==> config.mk <==
export PLATFORM = sky130hd
export DESIGN_NAME = ffre_emit_seq
export DESIGN_NICKNAME = d
export VERILOG_FILES = /design/src/design/ffre_pkg.sv /design/src/design/ffre_emit_seq.sv
export SDC_FILE = /design/constraint.sdc
export NUM_CORES = 1
export LEC_CHECK = 0
export ABC_CLOCK_PERIOD_IN_PS = 3000
export BUFFER_PORTS_ARGS = -buffer_cell sky130_fd_sc_hd__buf_2
export CAP_MARGIN = 20
export CORE_AREA = 2 2 118 63
export CTS_BUF_LIST = sky130_fd_sc_hd__clkbuf_16
export DETAILED_ROUTE_END_ITERATION = 16
export DIE_AREA = 0 0 120 65
export PLACE_DENSITY_LB_ADDON = 0.2
export SETUP_SLACK_MARGIN = 0.1
export SLEW_MARGIN = 25
export SYNTH_ARGS = -nofsm -noshare
export SYNTH_HDL_FRONTEND = slang
export SYNTH_SLANG_ARGS = --single-unit
==> constraint.sdc <==
create_clock -name clock -period 3 [get_ports clock]
set_clock_uncertainty 0.1 [all_clocks]
set_input_delay 0.15 -clock clock [delete_from_list [all_inputs] [get_ports clock]]
set_output_delay 0.15 -clock clock [all_outputs]
set_load 0.005 [all_outputs]
==> src/design/ffre_pkg.sv <==
package ffre_pkg;

   // Default frame store dimensions
   localparam int DEF_MAX_WIDTH  = 256;
   localparam int DEF_MAX_HEIGHT = 256;

   // Register port
   localparam int CSR_AW = 2;
   localparam int CSR_DW = 9;

   localparam logic [CSR_AW-1:0] REG_IMAGE_WIDTH    = 2'd0;
   localparam logic [CSR_AW-1:0] REG_IMAGE_HEIGHT   = 2'd1;
   localparam logic [CSR_AW-1:0] REG_TRANSFORM_MODE = 2'd2;

   localparam int SIZE_RESET = 256;

   // Transform modes
   localparam logic [1:0] MODE_FLIP_V   = 2'd0;
   localparam logic [1:0] MODE_FLIP_H   = 2'd1;
   localparam logic [1:0] MODE_ROT_CW   = 2'd2;
   localparam logic [1:0] MODE_ROT_CCW  = 2'd3;

   // Request kinds carried on tuser
   localparam logic REQ_LOAD = 1'b0;
   localparam logic REQ_EMIT = 1'b1;

   // Pixel width
   localparam int PIX_W = 8;

   // Control from the top level to the emit sequencer
   typedef struct packed {
      logic clear;
      logic step;
   } ffre_ctl_type;

   // Clamp a size register to 1..max_v and return the last index (size - 1)
   function automatic int size_last(logic [CSR_DW-1:0] v, int max_v);
      int s;
      s = int'(v);
      if (s < 1) s = 1;
      if (s > max_v) s = max_v;
      return s - 1;
   endfunction

endpackage

==> src/design/ffre_emit_seq.sv <==
module ffre_emit_seq
   import ffre_pkg::*;
#(
   parameter int MAX_WIDTH  = DEF_MAX_WIDTH,
   parameter int MAX_HEIGHT = DEF_MAX_HEIGHT,
   localparam int CW = $clog2(MAX_WIDTH),
   localparam int RW = $clog2(MAX_HEIGHT),
   localparam int AW = $clog2(MAX_WIDTH * MAX_HEIGHT)
) (
   input  logic          clock,
   input  logic          reset,
   input  ffre_ctl_type  ctl,
   input  logic [1:0]    mode,
   input  logic [CW-1:0] w_last,
   input  logic [RW-1:0] h_last,
   output logic [AW-1:0] rd_addr,
   output logic          frame_last
);

   localparam int PW = (CW > RW) ? CW : RW;

   logic [PW-1:0] row_ff, row_in;
   logic [PW-1:0] col_ff, col_in;
   logic [PW-1:0] rows_last, cols_last;
   logic [RW-1:0] src_row;
   logic [CW-1:0] src_col;
   logic          col_end, row_end;

   // Output frame shape: rotations swap rows and columns
   always_comb begin
      if (mode == MODE_ROT_CW || mode == MODE_ROT_CCW) begin
         rows_last = PW'(w_last);
         cols_last = PW'(h_last);
      end else begin
         rows_last = PW'(h_last);
         cols_last = PW'(w_last);
      end
   end

   assign col_end    = (col_ff == cols_last);
   assign row_end    = (row_ff == rows_last);
   assign frame_last = col_end && row_end;

   // Map output position to source position
   always_comb begin
      unique case (mode)
         MODE_FLIP_V: begin
            src_row = h_last - RW'(row_ff);
            src_col = CW'(col_ff);
         end
         MODE_FLIP_H: begin
            src_row = RW'(row_ff);
            src_col = w_last - CW'(col_ff);
         end
         MODE_ROT_CW: begin
            src_row = h_last - RW'(col_ff);
            src_col = CW'(row_ff);
         end
         MODE_ROT_CCW: begin
            src_row = RW'(col_ff);
            src_col = w_last - CW'(row_ff);
         end
         default: begin
            src_row = '0;
            src_col = '0;
         end
      endcase
   end

   assign rd_addr = AW'(src_row) * AW'(MAX_WIDTH) + AW'(src_col);

   // Advance in output raster order, wrap at the frame end
   always_comb begin
      row_in = row_ff;
      col_in = col_ff;
      if (ctl.clear) begin
         row_in = '0;
         col_in = '0;
      end else if (ctl.step) begin
         if (col_end) begin
            col_in = '0;
            row_in = row_end ? '0 : row_ff + PW'(1);
         end else begin
            col_in = col_ff + PW'(1);
         end
      end
   end

   always_ff @(posedge clock) begin
      if (reset) begin
         row_ff <= '0;
         col_ff <= '0;
      end else begin
         row_ff <= row_in;
         col_ff <= col_in;
      end
   end

endmodule

==> flow_metrics.env <==
export IMPL_wl_met2_um=2320
export IMPL_ys_warn_count=0
export IMPL_combPwrFrac_pct=33.4
export IMPL_cts_hold_fix_buffers=0
export IMPL_r2r_end="row_ff[2]"
export IMPL_routed_wirelength_um=6390
export IMPL_insertedDiodeCount=0
export IMPL_final_layout_size_suffix_gt1_share_pct=24.3
export IMPL_synth_largest_area_cell="mux2i_1"
export IMPL_die_y_um=65
export IMPL_setup_tns_ns=0
export IMPL_arrival_ns=2.52
export IMPL_multi_input_area_mm2=0.00185
export IMPL_htreeDepth=1
export IMPL_grt_use_total_pct=16.8
export IMPL_hold_end="row_ff[7]"
export IMPL_hold_path_startpoint="reset"
export IMPL_grt_ovfl_total=0
export IMPL_cts_tree="done"
export IMPL_synth_cells=299
export IMPL_total_power_w=0.000704
export IMPL_slew_viol_final=0
export IMPL_min_path_type="in2reg"
export IMPL_dp_hpwl_um=5290
export IMPL_finalCritPeriodShare_pct=92.3
export IMPL_remaining_drc_errors=0
export IMPL_rows=22
export IMPL_rsz0062_at_grt="true"
export IMPL_p_leak_nw=1.21
export IMPL_crit_buf_inv=1
export IMPL_insertion_delay_ns=0.24
export IMPL_clockBufferDepth=2
export IMPL_start_util_pct=33.5
export IMPL_wl_per_cell_um=14.9
export IMPL_worstReg2RegStart="col_ff[2]"
export IMPL_grt_pass1_vias=1975
export IMPL_startpoint_type="flip-flop"
export IMPL_yosysSeqAreaShare_pct=13.8
export IMPL_slew_headroom_pct=68.8
export IMPL_vdd_drop_max_uv=177
export IMPL_drv_cap=0
export IMPL_dieArea_mm2=0.00780
export IMPL_tightest_slew_ns=0.468
export IMPL_dr_pass1_iters=4
export IMPL_ys_seq_elements=16
export IMPL_grt_max_degree=35
export IMPL_highest_layer="met3"
export IMPL_outcome="finished clean"
export IMPL_yosysMostFrequentCell="mux2i_1"
export IMPL_fmax_mhz=361
export IMPL_cts_sinks=16
export IMPL_avgSynthCellArea_um2=7.74
export IMPL_synth_top_cells_by_count="mux2i_1 (36), nor2_1 (28), clkbuf_1 (20), nand2_1 (20), xnor2_1 (20)"
export IMPL_core_mm2=0.00691
export IMPL_r2r_slack_ns=0.95
export IMPL_switching_share_pct=29.8
export IMPL_synth_top_cell_area_share_pct=15.6
export IMPL_fin_nets=377
export IMPL_num_vias=2138
export IMPL_final_hold_violation_count=0
export IMPL_holdPathStages=4
export IMPL_cp_required_ns=2.75
export IMPL_cts_buffers=3
export IMPL_p_per_area_mw_per_mm2=255
export IMPL_power_switching_w=0.000210
export IMPL_n_fill_cell=732
export IMPL_worst_path_max_delay_cell="fa_2"
export IMPL_via_per_inst=4.97
export IMPL_period_needed_ns=2.77
export IMPL_register_area_um2=320
export IMPL_cp_end_kind="output pin"
export IMPL_drt_initial_drc_count=141
export IMPL_p_int_w=0.000494
export IMPL_synth_nets=340
export IMPL_critPathMaxStageDelay_ns=0.36
export IMPL_root_buffer="clkbuf_16"
export IMPL_path_delay_family="compound AO/OA/AOI/OAI gates"
export IMPL_port_buffers=38
export IMPL_die_w_um=120
export IMPL_dr_wl_met3_um=303
export IMPL_setup_viol=0
export IMPL_met1Wirelength_um=3770
export IMPL_syn_area_mm2=0.00231
export IMPL_syn2layout_area_growth_pct=19.3
export IMPL_path_class="reg2out"
export IMPL_antenna_found_initial=0
export IMPL_gp_congestion=0.790
export IMPL_critPathMaxFanout=2
export IMPL_ant_nets=0
export IMPL_async_reset_ff_share_pct=0
export IMPL_synth_area_leaders="mux2i_1 (16%), dfxtp_1 (14%), ha_1 (9.2%)"
export IMPL_p_seq_share_pct=30.5
export IMPL_yosys_cell_types_count=45
export IMPL_r2r_cells=7
export IMPL_grt_pass1_wl_um=10300
export IMPL_io_pins=39
export IMPL_synth_main_ff_cell="dfxtp_1"
export IMPL_path_cells="mux2_2 -> ha_1 -> fa_2 -> nor2b_1 -> o21ai_0 -> a21boi_1 -> o21ai_1 -> and3_1 -> o31ai_2 -> buf_2"
export IMPL_worst_hold_slack_ns=0.180
export IMPL_crit_cells=10
export IMPL_clockPowerShare_pct=36.1
export IMPL_synth_edff_count=0
export IMPL_clk_pin_slew_ns=0.05
==> registers in the layout, indices dropped and copies added (netlist names) <==
name,flops
col_ff,8
row_ff,8
==> layout by cell type (no fill, tap or decap), types with 11 or more instances in the layout <==
master	instances
buf_2	38
mux2i_1	36
nor2_1	28
xnor2_1	20
buf_4	20
nand2_1	19
ha_1	17
dfxtp_1	16
inv_1	13
xor2_1	13
nor2b_1	11
==> cell type report <==
type | count | share of cell area (%)
flip-flops and latches | 16 | 11.6
clock buffers | 3 | 2.72
well taps | 96 | 4.35
inverters | 13 | 1.77
repair buffers | 58 | 12.3
multi-input cells | 244 | 67.2
==> power groups by stage <==
stage | logic, W | registers [W] | clock network (W)
CTS | 0.000229 | 0.000214 | 0.000259
global route | 0.000260 | 0.000214 | 0.000270
detailed placement | 0.000227 | 0.000219 | 0
floorplan | 0.000153 | 0.000218 | 0
global placement | 0.000226 | 0.000219 | 0
finish | 0.000235 | 0.000214 | 0.000254
==> logic make-up after synthesis <==
group	Yosys count	synth area share, %
adders and majority gates	19	10.9
buffers and inverters	39	7.41
xor gates and xnor gates	33	12.5
and+or+nand+nor	99	22.2
muxes	41	18.0
AOI/OAI and AO/OA	52	15.1
DFF	16	13.8
==> metrics by stage <==
stage / area, µm² / cells / setup WS [ns] / util [%]
CTS: 2730 / 430 / 0.0572 / 39.5
detailed placement: 2650 / 427 / 0.0821 / 38.4
global placement: 2650 / 427 / 0.123 / 38.4
global route: 2760 / 430 / 0.0519 / 39.9
finish: 2760 / 430 / 0.232 / 39.9
floorplan: 2320 / 299 / 0.100 / -
==> worst max-delay path by stage <==
stage | to | slack, ns | startpoint
after floorplan | rd_addr[14] | 0.10 | mode[1]
after global placement | rd_addr[6] | 0.12 | mode[1]
after detailed placement | rd_addr[6] | 0.08 | mode[1]
after CTS | rd_addr[6] | 0.06 | row_ff[0]
after global routing | rd_addr[6] | 0.05 | row_ff[0]
final | rd_addr[6] | 0.23 | row_ff[0]
==> worst min-delay path: stages <==
cell     delay [ns]
buf_2          0.07
nor2_1         0.05
o21ai_2        0.16
a21oi_2        0.04
==> repair_timing <==
action | in CTS | in global routing
setup endpoints to repair | 2 | 5
pin swaps | 0 | 2
cloned | 0 | 0
buffers inserted | 0 | 0
gates resized for setup | 2 | 13
==> routing by layer <==
metal  up-vias  global-route usage [%]
met2        49                    21.9
met3         0                    2.82
met5         -                       0
met1       956                    28.2
met4         0                   0.882
li1       1133                       -
(Power assumes the default switching activity.)
